[src/rtl/mfd_pkg.sv]
package mfd_pkg;

   localparam int unsigned STATUS_BITS = 2;
   localparam int unsigned LEVEL_PORT_BITS = 2;

   typedef enum logic [STATUS_BITS-1:0] {
      STATUS_OK       = 2'd0,
      STATUS_FULL     = 2'd1,
      STATUS_BAD_PRIO = 2'd2
   } status_type;

   typedef enum logic {
      OP_ARRIVE = 1'b0,
      OP_TICK   = 1'b1
   } opcode_type;

   typedef struct packed {
      logic push;
      logic pop;
   } fifo_ctl_type;

endpackage

[src/rtl/multilevel_feedback_dispatcher.sv]
// Four-level feedback job dispatcher. Each beat on start (taken whenever busy is low,
// and busy is always low) is an arrival or a scheduling tick, and yields exactly one
// result beat on rsp_valid, through the request register and the result register; a
// new beat may be given every cycle. The receiver cannot stall, so results must be
// taken on the cycle they appear. No beat holds up the next: the level FIFOs keep their
// head entry in a register and prefetch the next one from their memory, so a push, a
// pop and the level pick settle combinationally between the request register and the
// result register. No clearing pass is needed after reset.
module multilevel_feedback_dispatcher #(
   parameter int unsigned LEVELS      = 4,
   parameter int unsigned QUEUE_DEPTH = 16,
   parameter int unsigned ID_BITS     = 8,
   parameter int unsigned TIME_BITS   = 16
) (
   input  logic                 clock,
   input  logic                 reset,
   input  logic                 start,
   output logic                 busy,
   input  logic                 req_opcode,
   input  logic [ID_BITS-1:0]   req_job_id,
   input  logic [1:0]           req_priority_req,
   input  logic [TIME_BITS-1:0] req_service_time,
   output logic                 rsp_valid,
   output logic [1:0]           rsp_status,
   output logic                 rsp_running_valid,
   output logic [ID_BITS-1:0]   rsp_running_id,
   output logic [1:0]           rsp_running_level,
   output logic                 rsp_dispatched,
   output logic                 rsp_resumed,
   output logic                 rsp_preempted_valid,
   output logic [ID_BITS-1:0]   rsp_preempted_id,
   output logic                 rsp_terminated_valid,
   output logic [ID_BITS-1:0]   rsp_terminated_id
);

   localparam int unsigned LVL_BITS    = (LEVELS > 1) ? $clog2(LEVELS) : 1;
   localparam int unsigned ENTRY_BITS  = ID_BITS + TIME_BITS + 1;

   logic                 in_valid_ff;
   logic                 in_op_ff;
   logic [ID_BITS-1:0]   in_id_ff;
   logic [1:0]           in_prio_ff;
   logic [TIME_BITS-1:0] in_svc_ff;

   logic                 run_valid_ff, run_valid_in;
   logic [ID_BITS-1:0]   run_job_ff, run_job_in;
   logic [TIME_BITS-1:0] run_rem_ff, run_rem_in;
   logic [LVL_BITS-1:0]  run_level_ff, run_level_in;

   logic                 rsp_valid_ff;
   mfd_pkg::status_type  rsp_status_ff, rsp_status_in;
   logic                 rsp_running_valid_ff;
   logic [ID_BITS-1:0]   rsp_running_id_ff;
   logic [1:0]           rsp_running_level_ff;
   logic                 rsp_dispatched_ff, rsp_dispatched_in;
   logic                 rsp_resumed_ff, rsp_resumed_in;
   logic                 rsp_preempted_valid_ff, rsp_preempted_valid_in;
   logic [ID_BITS-1:0]   rsp_preempted_id_ff, rsp_preempted_id_in;
   logic                 rsp_terminated_valid_ff, rsp_terminated_valid_in;
   logic [ID_BITS-1:0]   rsp_terminated_id_ff, rsp_terminated_id_in;

   logic [ENTRY_BITS-1:0]  head [LEVELS];
   logic [LEVELS-1:0]      empty;
   logic [LEVELS-1:0]      full;
   mfd_pkg::fifo_ctl_type  ctl [LEVELS];

   logic                  push_v;
   logic [LVL_BITS-1:0]   push_lvl;
   logic [ENTRY_BITS-1:0] push_data;
   logic [LEVELS-1:0]     pop_vec;
   logic [LEVELS-1:0]     waiting;
   logic [LVL_BITS-1:0]   pick;
   logic [LVL_BITS-1:0]   tgt;
   logic [LVL_BITS-1:0]   prio_lvl;
   logic [TIME_BITS-1:0]  rem_dec;
   logic [TIME_BITS-1:0]  svc_fix;

   assign busy     = 1'b0;
   assign rem_dec  = run_rem_ff - TIME_BITS'(1);
   assign prio_lvl = LVL_BITS'(in_prio_ff);
   assign svc_fix  = (in_svc_ff == '0) ? TIME_BITS'(1) : in_svc_ff;
   assign tgt      = ((run_level_ff != '0) && (32'(run_level_ff) + 32'd1 < LEVELS))
                     ? run_level_ff + LVL_BITS'(1) : run_level_ff;

   always_ff @(posedge clock) begin
      if (reset) begin
         in_valid_ff <= 1'b0;
      end else begin
         in_valid_ff <= start && !busy;
      end
      in_op_ff   <= req_opcode;
      in_id_ff   <= req_job_id;
      in_prio_ff <= req_priority_req;
      in_svc_ff  <= req_service_time;
   end

   always_comb begin
      rsp_status_in           = mfd_pkg::STATUS_OK;
      rsp_dispatched_in       = 1'b0;
      rsp_resumed_in          = 1'b0;
      rsp_preempted_valid_in  = 1'b0;
      rsp_preempted_id_in     = '0;
      rsp_terminated_valid_in = 1'b0;
      rsp_terminated_id_in    = '0;
      run_valid_in            = run_valid_ff;
      run_job_in              = run_job_ff;
      run_rem_in              = run_rem_ff;
      run_level_in            = run_level_ff;
      push_v                  = 1'b0;
      push_lvl                = '0;
      push_data               = '0;
      pop_vec                 = '0;
      waiting                 = '0;
      pick                    = '0;
      if (in_valid_ff) begin
         if (in_op_ff == mfd_pkg::OP_ARRIVE) begin
            if (32'(in_prio_ff) >= LEVELS) begin
               rsp_status_in = mfd_pkg::STATUS_BAD_PRIO;
            end else if (full[prio_lvl]) begin
               rsp_status_in = mfd_pkg::STATUS_FULL;
            end else begin
               push_v    = 1'b1;
               push_lvl  = prio_lvl;
               push_data = {in_id_ff, svc_fix, 1'b0};
            end
         end else begin
            if (run_valid_ff) begin
               if (run_rem_ff <= TIME_BITS'(1)) begin
                  run_rem_in              = '0;
                  rsp_terminated_valid_in = 1'b1;
                  rsp_terminated_id_in    = run_job_ff;
                  run_valid_in            = 1'b0;
               end else begin
                  run_rem_in = rem_dec;
                  if (!(&empty) && !full[tgt]) begin
                     push_v                 = 1'b1;
                     push_lvl               = tgt;
                     push_data              = {run_job_ff, rem_dec, 1'b1};
                     rsp_preempted_valid_in = 1'b1;
                     rsp_preempted_id_in    = run_job_ff;
                     run_valid_in           = 1'b0;
                  end
               end
            end
            if (!run_valid_in) begin
               waiting = ~empty;
               if (push_v) begin
                  waiting[push_lvl] = 1'b1;
               end
               for (int i = LEVELS - 1; i >= 0; i--) begin
                  if (waiting[i]) begin
                     pick = LVL_BITS'(i);
                  end
               end
               if (|waiting) begin
                  run_valid_in      = 1'b1;
                  run_level_in      = pick;
                  rsp_dispatched_in = 1'b1;
                  if (push_v && (push_lvl == pick) && empty[pick]) begin
                     push_v         = 1'b0;
                     rsp_resumed_in = 1'b1;
                  end else begin
                     pop_vec[pick] = 1'b1;
                     {run_job_in, run_rem_in, rsp_resumed_in} = head[pick];
                  end
               end
            end
         end
      end
   end

   always_comb begin
      for (int i = 0; i < LEVELS; i++) begin
         ctl[i].push = push_v && (push_lvl == LVL_BITS'(i));
         ctl[i].pop  = pop_vec[i];
      end
   end

   for (genvar g = 0; g < LEVELS; g++) begin : g_level
      mfd_level_fifo #(
         .DEPTH (QUEUE_DEPTH),
         .WIDTH (ENTRY_BITS)
      ) u_fifo (
         .clock     (clock),
         .reset     (reset),
         .ctl       (ctl[g]),
         .push_data (push_data),
         .head      (head[g]),
         .empty     (empty[g]),
         .full      (full[g])
      );
   end

   always_ff @(posedge clock) begin
      if (reset) begin
         run_valid_ff <= 1'b0;
         run_job_ff   <= '0;
         run_rem_ff   <= '0;
         run_level_ff <= '0;
         rsp_valid_ff <= 1'b0;
      end else begin
         rsp_valid_ff <= in_valid_ff;
         if (in_valid_ff) begin
            run_valid_ff <= run_valid_in;
            run_job_ff   <= run_job_in;
            run_rem_ff   <= run_rem_in;
            run_level_ff <= run_level_in;
         end
      end
      rsp_status_ff           <= rsp_status_in;
      rsp_running_valid_ff    <= run_valid_in;
      rsp_running_id_ff       <= run_valid_in ? run_job_in : '0;
      rsp_running_level_ff    <= run_valid_in ? 2'(32'(run_level_in)) : 2'd0;
      rsp_dispatched_ff       <= rsp_dispatched_in;
      rsp_resumed_ff          <= rsp_resumed_in;
      rsp_preempted_valid_ff  <= rsp_preempted_valid_in;
      rsp_preempted_id_ff     <= rsp_preempted_id_in;
      rsp_terminated_valid_ff <= rsp_terminated_valid_in;
      rsp_terminated_id_ff    <= rsp_terminated_id_in;
   end

   assign rsp_valid            = rsp_valid_ff;
   assign rsp_status           = rsp_status_ff;
   assign rsp_running_valid    = rsp_running_valid_ff;
   assign rsp_running_id       = rsp_running_id_ff;
   assign rsp_running_level    = rsp_running_level_ff;
   assign rsp_dispatched       = rsp_dispatched_ff;
   assign rsp_resumed          = rsp_resumed_ff;
   assign rsp_preempted_valid  = rsp_preempted_valid_ff;
   assign rsp_preempted_id     = rsp_preempted_id_ff;
   assign rsp_terminated_valid = rsp_terminated_valid_ff;
   assign rsp_terminated_id    = rsp_terminated_id_ff;

endmodule

[src/rtl/mfd_level_fifo.sv]
module mfd_level_fifo #(
   parameter int unsigned DEPTH = 16,
   parameter int unsigned WIDTH = 25
) (
   input  logic                 clock,
   input  logic                 reset,
   input  mfd_pkg::fifo_ctl_type ctl,
   input  logic [WIDTH-1:0]     push_data,
   output logic [WIDTH-1:0]     head,
   output logic                 empty,
   output logic                 full
);

   localparam int unsigned CNT_BITS = $clog2(DEPTH + 1);
   localparam int unsigned PTR_BITS = (DEPTH > 1) ? $clog2(DEPTH) : 1;

   logic [WIDTH-1:0]    mem [DEPTH];
   logic [CNT_BITS-1:0] cnt_ff, cnt_in;
   logic [PTR_BITS-1:0] rp_ff, rp_in;
   logic [PTR_BITS-1:0] wp_ff, wp_in;
   logic [WIDTH-1:0]    head_ff, head_in;
   logic [WIDTH-1:0]    rd_ff;
   logic                cnt_zero, cnt_one;
   logic                wr_en, rd_adv;

   function automatic logic [PTR_BITS-1:0] ptr_inc(input logic [PTR_BITS-1:0] p);
      logic [PTR_BITS-1:0] r;
      if (32'(p) + 32'd1 >= DEPTH) begin
         r = '0;
      end else begin
         r = p + PTR_BITS'(1);
      end
      return r;
   endfunction

   assign cnt_zero = (cnt_ff == '0);
   assign cnt_one  = (cnt_ff == CNT_BITS'(1));
   assign wr_en    = ctl.push && !cnt_zero && !(ctl.pop && cnt_one);
   assign rd_adv   = ctl.pop && !cnt_zero && !cnt_one;
   assign rp_in    = rd_adv ? ptr_inc(rp_ff) : rp_ff;
   assign wp_in    = wr_en ? ptr_inc(wp_ff) : wp_ff;

   always_comb begin
      cnt_in  = cnt_ff;
      head_in = head_ff;
      if (ctl.push && !ctl.pop) begin
         cnt_in = cnt_ff + CNT_BITS'(1);
      end else if (ctl.pop && !ctl.push) begin
         cnt_in = cnt_ff - CNT_BITS'(1);
      end
      if (ctl.push && (cnt_zero || (ctl.pop && cnt_one))) begin
         head_in = push_data;
      end else if (rd_adv) begin
         head_in = rd_ff;
      end
   end

   always_ff @(posedge clock) begin
      if (reset) begin
         cnt_ff <= '0;
         rp_ff  <= '0;
         wp_ff  <= '0;
      end else begin
         cnt_ff <= cnt_in;
         rp_ff  <= rp_in;
         wp_ff  <= wp_in;
      end
      head_ff <= head_in;
   end

   always_ff @(posedge clock) begin
      if (wr_en) begin
         mem[wp_ff] <= push_data;
      end
      if (wr_en && (wp_ff == rp_in)) begin
         rd_ff <= push_data;
      end else begin
         rd_ff <= mem[rp_in];
      end
   end

   assign head  = head_ff;
   assign empty = cnt_zero;
   assign full  = (32'(cnt_ff) >= DEPTH);

endmodule

[config.mk]
export PLATFORM = sky130hd
export DESIGN_NAME = multilevel_feedback_dispatcher
export DESIGN_NICKNAME = d
export VERILOG_FILES = /design/src/rtl/mfd_pkg.sv /design/src/rtl/multilevel_feedback_dispatcher.sv /design/src/rtl/mfd_level_fifo.sv
export SDC_FILE = /design/constraint.sdc
export NUM_CORES = 2
export LEC_CHECK = 0
export ABC_AREA = 1
export BUFFER_PORTS_ARGS = -buffer_cell sky130_fd_sc_hd__buf_2
export CAP_MARGIN = 10
export CORE_MARGIN = 3
export CORE_UTILIZATION = 35
export CTS_BUF_LIST = sky130_fd_sc_hd__clkbuf_4
export CTS_CLUSTER_SIZE = 12
export DETAILED_ROUTE_END_ITERATION = 10
export MAX_ROUTING_LAYER = met4
export PLACE_DENSITY = 0.6
export SETUP_SLACK_MARGIN = 0.02
export SLEW_MARGIN = 15
export SYNTH_ARGS = -nofsm -noshare
export SYNTH_HDL_FRONTEND = slang
export SYNTH_SLANG_ARGS = --single-unit
[constraint.sdc]
create_clock -name clock -period 6.1 [get_ports clock]
set_input_delay 0 -clock clock [delete_from_list [all_inputs] [get_ports clock]]
set_output_delay 0 -clock clock [all_outputs]
set_load 0.02 [all_outputs]
Word-level counts from Yosys, hierarchy flattened
Memory sizes are Yosys's and may differ from the RTL's. A register that Yosys moved wholly into a read port is not among the register bits.
Cells that the tools add are included.
- $add $sub $neg: 27
- order comparisons: 21
- equality and inequality tests: 8
- mux-type cells: 118
- bitwise logic cells: 8
- reduce and logical (&&, ||, !) cells: 92
- operators with widths (cell ; count):
    25-bit 2-to-1 mux ; 16
    32-bit by 5-bit greater-or-equal comparator with 1-bit output (second input constant) ; 8
    16-bit 2-to-1 mux ; 6
    4-bit 2-to-1 mux ; 21
    25-bit binary-select mux with 2-bit select ; 1
    1-bit logical AND ; 42
    4-bit by 1-bit adder with 5-bit output (second input constant) ; 8
    2-bit 2-to-1 mux ; 20
    5-bit 2-to-1 mux ; 8
    8-bit 2-to-1 mux ; 5
    1-bit 2-to-1 mux ; 36
    4-bit by 1-bit adder with 4-bit output (second input constant) ; 8
    1-bit zero test ; 22
    5-bit by 1-bit adder with 5-bit output (second input constant) ; 4
    5-bit by 1-bit == test with 1-bit output (second input constant) ; 4
    5-bit greater-or-equal comparator (second input constant) ; 4
    5-bit zero test ; 4
    5-bit by 1-bit subtractor with 5-bit output (second input constant) ; 4
    2-bit nonzero test ; 9
    16-bit by 1-bit less-or-equal comparator with 1-bit output (second input constant) ; 1
    16-bit zero test ; 1
    16-bit by 1-bit subtractor with 16-bit output (second input constant) ; 1
    2-bit by 3-bit less-than comparator with 1-bit output (second input constant) ; 4
    4-bit AND reduction ; 2
    other kinds (22) ; 35
- flip-flop bits (word level): 241
- memory bits (writable): 1600
- word-level logic and storage cells: 314
- memories kept: 4
- memories (name ; words ; bits a word ; rd ports ; clocked after memory_dff ; write ports ; line ; source):
    g_level[0].u_fifo.mem ; 16 ; 25 ; 1 ; 1 ; 1 ; mfd_level_fifo.sv:17 ; logic [WIDTH-1:0] mem [DEPTH];
    g_level[1].u_fifo.mem ; 16 ; 25 ; 1 ; 1 ; 1 ; mfd_level_fifo.sv:17 ;
    g_level[2].u_fifo.mem ; 16 ; 25 ; 1 ; 1 ; 1 ; mfd_level_fifo.sv:17 ;
    g_level[3].u_fifo.mem ; 16 ; 25 ; 1 ; 1 ; 1 ; mfd_level_fifo.sv:17 ;

Longest topological paths before layout
- depth after elaboration: 43
- depth in mapped cells: 28

Cells and area by module
A second synthesis with hierarchy kept.
- cell total of the unflattened synthesis: 7045
- area, all modules: 77401.7 µm²
- by module, submodules not included (module ; times used ; cells each ; area an instance (µm²) ; sequential area each (µm²)):
    mfd_level_fifo at g_level[2].u_fifo ... ; 2 ; 1573 ; 18292.5 ; 13102.6
    mfd_level_fifo at g_level[0].u_fifo ... ; 2 ; 1573 ; 17984.7 ; 13102.6
    multilevel_feedback_dispatcher ; 1 ; 753 ; 4847.1 ; 1761.7

Worst setup path before layout
OpenSTA, ideal clock, no wires.
- path kind: reg-to-reg
- start point: register run_level_ff[0]
- end point: register g_level[3].u_fifo.head_ff[19] (data pin)
- setup time: 0.160 ns
- arrival: 5.680 ns
- data required time: 5.940 ns
- path slack: 0.260 ns
- cell stages (with the launch flop): 17
- buffers on the path: 1
- cell sequence: dfxtp_1 -> inv_2 -> ha_1 -> inv_1 -> nand2_2 -> nand2_2 -> nand2_1 -> nand3_1 -> nand3_4 -> nor2_8 -> inv_2 -> nor2_1 -> inv_1 -> clkbuf_1 -> o22ai_1 -> inv_1 -> o21ai_0
- elaborated cells between the ends (all ways): 76
- classes of those cells: add/sub: 2; order compare: 5; eq/ne: 2; mux: 53; bitwise: 1; reduce/logical: 13
- RTL lines (what ; line ; source):
    from (decl) ; multilevel_feedback_dispatcher.sv:48 ; logic [LVL_BITS-1:0] run_level_ff, run_level_in;
    from (signal assigned) ; multilevel_feedback_dispatcher.sv:207 ; run_level_ff <= run_level_in;
    2-bit by 1-bit adder with 3-bit output ; multilevel_feedback_dispatcher.sv:82 ; assign tgt = ((run_level_ff != '0) && (32'(run_level_ff) + 32'd1 < LEVELS))
    3-bit less-than comparator ; multilevel_feedback_dispatcher.sv:82 ;
    1-bit logical AND ; multilevel_feedback_dispatcher.sv:82 ;
    2-bit 2-to-1 mux (*) ; multilevel_feedback_dispatcher.sv:83 ; ? run_level_ff + LVL_BITS'(1) : run_level_ff;
    1-bit binary-select mux with 2-bit select (*) ; multilevel_feedback_dispatcher.sv:135 ; if (!(&empty) && !full[tgt]) begin
    1-bit 2-to-1 mux (implied by the code) (*) ; multilevel_feedback_dispatcher.sv:135 ;
    1-bit zero test (*) ; multilevel_feedback_dispatcher.sv:135 ;
    1-bit logical AND (*) ; multilevel_feedback_dispatcher.sv:135 ;
    25-bit 2-to-1 mux (*) ; multilevel_feedback_dispatcher.sv:135 ;
    25-bit 2-to-1 mux (*) ; multilevel_feedback_dispatcher.sv:128 ; if (run_rem_ff <= TIME_BITS'(1)) begin
    25-bit 2-to-1 mux (*) ; multilevel_feedback_dispatcher.sv:127 ; if (run_valid_ff) begin
    25-bit 2-to-1 mux (*) ; multilevel_feedback_dispatcher.sv:116 ; if (in_op_ff == mfd_pkg::OP_ARRIVE) begin
    25-bit 2-to-1 mux (*) ; multilevel_feedback_dispatcher.sv:115 ; if (in_valid_ff) begin
    net g_level[0].u_fifo.push_data[19] ; mfd_level_fifo.sv:8 ; input logic [WIDTH-1:0] push_data,
    25-bit 2-to-1 mux (*) ; mfd_level_fifo.sv:51 ; if (ctl.push && (cnt_zero || (ctl.pop && cnt_one))) begin
    net g_level[3].u_fifo.head_in[19] ; mfd_level_fifo.sv:21 ; logic [WIDTH-1:0] head_ff, head_in;
    to (signal assigned) ; mfd_level_fifo.sv:68 ; head_ff <= head_in;
    to (decl) ; mfd_level_fifo.sv:21 ;
Mark *: on every way through the listed nets, which the timed path passes. The rest lies on a longest branch. The select of a mux whose other input is x is not followed.
A chain may end at the register's enable or synchronous reset.

Worst setup path in the final report
- start point: register g_level[1].u_fifo.cnt_ff[1]
- end point: register g_level[2].u_fifo.head_ff[1], enable pin
- word-level cells in the longest chain between the ends: 39
- elaborated cells between the ends (all ways): 76
- classes of those cells: order compare: 5; eq/ne: 2; mux: 50; bitwise: 2; reduce/logical: 17
- ends and longest elaborated chain (what ; line ; source):
    from (decl) ; mfd_level_fifo.sv:18 ; logic [CNT_BITS-1:0] cnt_ff, cnt_in;
    from (signal assigned) ; mfd_level_fifo.sv:64 ; cnt_ff <= cnt_in;
    5-bit greater-or-equal comparator ; mfd_level_fifo.sv:84 ; assign full = (32'(cnt_ff) >= DEPTH);
    1-bit binary-select mux with 2-bit select ; multilevel_feedback_dispatcher.sv:135 ;
    1-bit 2-to-1 mux (implied by the code) ; multilevel_feedback_dispatcher.sv:135 ;
    1-bit zero test ; multilevel_feedback_dispatcher.sv:135 ;
    1-bit logical AND ; multilevel_feedback_dispatcher.sv:135 ;
    2-bit 2-to-1 mux ; multilevel_feedback_dispatcher.sv:135 ;
    2-bit 2-to-1 mux ; multilevel_feedback_dispatcher.sv:128 ;
    2-bit 2-to-1 mux ; multilevel_feedback_dispatcher.sv:127 ;
    [... 23 more ...] ; - ;
    4-bit 2-to-1 mux ; multilevel_feedback_dispatcher.sv:155 ; if (|waiting) begin
    4-bit 2-to-1 mux ; multilevel_feedback_dispatcher.sv:145 ; if (!run_valid_in) begin
    4-bit 2-to-1 mux ; multilevel_feedback_dispatcher.sv:116 ;
    4-bit 2-to-1 mux ; multilevel_feedback_dispatcher.sv:115 ;
    1-bit logical AND ; mfd_level_fifo.sv:51 ;
    1-bit logical OR ; mfd_level_fifo.sv:51 ;
    1-bit logical AND ; mfd_level_fifo.sv:51 ;
    2-bit nonzero test (no source line) (*) ; - ;
    to (signal assigned) ; mfd_level_fifo.sv:68 ;
    to (decl) ; mfd_level_fifo.sv:21 ;
Mark *: on every way between the ends. The rest lies on a longest branch, timed or not. The select of a mux whose other input is x is not followed.

==> reports/results.tsv <==
stage	metric	value	unit
clocking	numCtsBuffers	467	
floorplanning	row_count	170	
synthesis	ys.flop_type	edfxtp_1	
worst_setup_path	path_cells	inv_1 > ha_1 > nand3_1 > nor2_1 > nand2_2 > nand3_4 > nor2_8 > nand3_1 > nand2_1 > inv_2 > nand2_1 > nor2_4 > nand3_1 > o21ai_1 > nand2_2 > buf_4 > nand2_1	
worst_setup_path	critical-path-top-delay-family	simple AND/OR/NAND/NOR gates	
synthesis	avgSynthCellArea	12.9	µm²
place	port_buffers	62	
worst_setup_path	slowest_stage	nand2_1	
power_and_ir_drop	vdd_drop_max	0.000177	V
sta	period_share	0.794	
sta	rsz0062_at_grt	false	
job	drv_cap	0	
sta	fin_crit	4.85	ns
route	drt_first_pass_iters	5	
worst_setup_path	cp.buffers_inverters	3	
clocking	cts_sinks	1856	
synthesis	synthArstFlopShare	0	
sta	skew	0.143	ns
sta	holdWs	0.197	ns
synthesis	ys_types	52	
sta	tns	0	ns
sta	hold_violations	0	
sta	worst_slew_pin_slew	1.24	ns
final_layout	fin_util	0.403	
route	drt_iter0_drc	4590	
route	via_count	48600	
sta	clock.fmax	206	MHz
clocking	cts_tree	built	
synthesis	yosysWarnings	0	
place	finalWeightedCongestion	0.937	
clocking	cts.reportedPaths.clkPinSlew	0.06	ns
final_layout	areaGrowthSynthToFinish	14.3	%
final_layout	drive_above_1_share	0.167	
synthesis	synth_seq_cells	1856	
place	dp_cells	8585	
synthesis	yosysSeqAreaShare	0.715	
synthesis	synth_area	0.0758	mm²
floorplanning	floorplan.core_area	0.215	mm²
final_layout	stdcell_count	9499	
clocking	htreeDepth	5	
final_layout	nets	6376	
grt	grt_pass1_wl	314000	µm
sta	maxSlewViolCount	0	
worst_setup_path	critPathKind	flip-flop to flip-flop	
status	status	completed	
floorplanning	io_pins	65	
synthesis	synth_edf_count	1700	
worst_setup_path	required	7.10	ns
sta	relSlewSlack	0.176	
place	dp_hpwl	129000	µm
route	viasPerCell	5.12	
route	drc	0	
floorplanning	die_y	471	µm
clocking	clockBufferDepth	4	
floorplanning	die_area	0.222	mm²
final_layout	nFillCells	20100	
floorplanning	initial_core_util	0.352	
final_layout	layout_commonest_cell	edfxtp_1	
power_and_ir_drop	leakage	29.6	nW
route	routed_wl	217000	µm
worst_setup_path	crit_arrival	5.85	ns
grt	grt_usage	0.197	
clocking	clk_latency	1.48	ns
grt	grt_antenna_before_repair	9	
clocking	root_buffer	clkbuf_4	
worst_setup_path	critical_path.max_stage_delay	0.82	ns
power_and_ir_drop	powerDensity	298	mW/mm²
final_layout	final_cell_area	0.0866	mm²
floorplanning	dieWidth	471	µm
hold_path	min_path_type	input port to flip-flop	
sta	finalSetupViolCount	0	
final_layout	final_cell_mix	1700 x edfxtp_1, 915 x o21ai_0, 696 x clkbuf_4	
grt	grt_max_degree	197	
grt	grt_pass1_vias	46900	
route	wire_per_inst	22.8	µm
synthesis	synthCells	5874	
route	antenna_left	0	
worst_setup_path	crit_fanout	50	
grt	grt.overflow.total	0	
worst_setup_path	end_kind	flip-flop	
place	place_area	0.0799	mm²
worst_setup_path	start_kind	flip-flop	
## state kept, by name, indices dropped and copies added (netlist names), 2 cells and up, named ones only
name                   flops
rsp_running_id             8
run_job_ff                 8
rsp_running_level          2
rsp_terminated_id          8
run_rem_ff                16
run_level_ff               2
g_level.u_fifo.cnt_ff     20
g_level.u_fifo.rp_ff      16
in_prio_ff                 2
g_level.u_fifo.mem      1600
in_svc_ff                 16
in_id_ff                   8
rsp_preempted_id           8
g_level.u_fifo.head      100
g_level.u_fifo.wp_ff      16
## cells by family (layout without fill, tap and decap cells)
group,count (synthesis),after routing,synth area share
flops,1856,1856,0.715
compound gates,1791,1791,0.128
buf+inv,958,1724,0.0487
simple gates,799,799,0.0456
mux,400,400,0.0528
fa+ha+maj,43,43,0.00710
xor+xnor,26,26,0.00300
other cells,1,22,0.0000495
## path summary, 6_finish.rpt
kind | to | start | depth (start not counted) | slack (ns)
worst min register to register | run_rem_ff[1] | run_rem_ff[1] | 2 | 0.48
worst max register to register | g_level[2].u_fifo.head[1] | g_level[1].u_fifo.cnt_ff[1] | 17 | 1.25
worst max-delay path | g_level[2].u_fifo.head[1] | g_level[1].u_fifo.cnt_ff[1] | 17 | 1.25
worst min-delay path | rsp_valid | reset | 5 | 0.20
## final cells by class
type | count | area (µm²) | share of cell area
diodes | 20 | 50.0 | 0.000578
clock buffers | 696 | 5230 | 0.0603
clock inverters | 111 | 544 | 0.00629
inverters | 621 | 2330 | 0.0269
multi-input cells | 3061 | 18200 | 0.211
flip-flops and latches | 1856 | 54200 | 0.626
well taps | 2838 | 3550 | 0.0410
repair buffers | 296 | 2450 | 0.0283
## cells in the mapped netlist (18+ instances only)
cell type / instances / area share
nor2_1: 281 / 0.014
inv_1: 607 / 0.030
o22ai_1: 63 / 0.0052
nand3b_1: 21 / 0.0021
edfxtp_1: 1700 / 0.67
dfxtp_1: 156 / 0.041
o221ai_1: 19 / 0.0022
o21ai_1: 83 / 0.0055
mux2i_1: 400 / 0.053
ha_1: 43 / 0.0071
nand2_1: 352 / 0.017
nand3_1: 50 / 0.0033
o21ai_0: 915 / 0.060
nor3_1: 20 / 0.0013
buf_1: 60 / 0.0030
a21oi_1: 487 / 0.032
xor2_1: 18 / 0.0021
o211ai_1: 174 / 0.017
buf_2: 26 / 0.0017
clkbuf_1: 240 / 0.012
## layer usage
layer / vias to the layer above / wire [µm] / global-route usage
met5: - / 0 / -
met1: 24000 / 89900 / 0.247
li1: 22500 / - / -
met2: 1728 / 104000 / 0.314
met3: 398 / 14300 / 0.0379
met4: 0 / 8310 / 0.0784
## power by group
part / internal [mW] / switching, mW
Sequential: 13.9 / 0.0817
Clock: 5.33 / 4.91
Combinational: 0.476 / 1.17
## metrics by stage
step	power [mW]	setup slack, ns
3_5_place_dp	15.8	1.47
5_1_grt	26.9	1.01
4_1_cts	26.1	1.37
2_1_floorplan	15.2	0.260
6_report	25.8	1.25
3_3_place_gp	15.8	1.52
## worst min-delay path, cell delays in order
cell           delay [ns]
dlygate4sd3_1        0.53
buf_2                0.12
dlygate4sd3_1        0.55
buf_4                0.26
nor2_1               0.15
## timing repair
action,4_1_cts,5_1_grt
hold buffers,87,0
endpoints found under the hold margin,108,0
gates resized for setup,0,0
buffers inserted,0,0
Power figures use the tool's default switching activity.
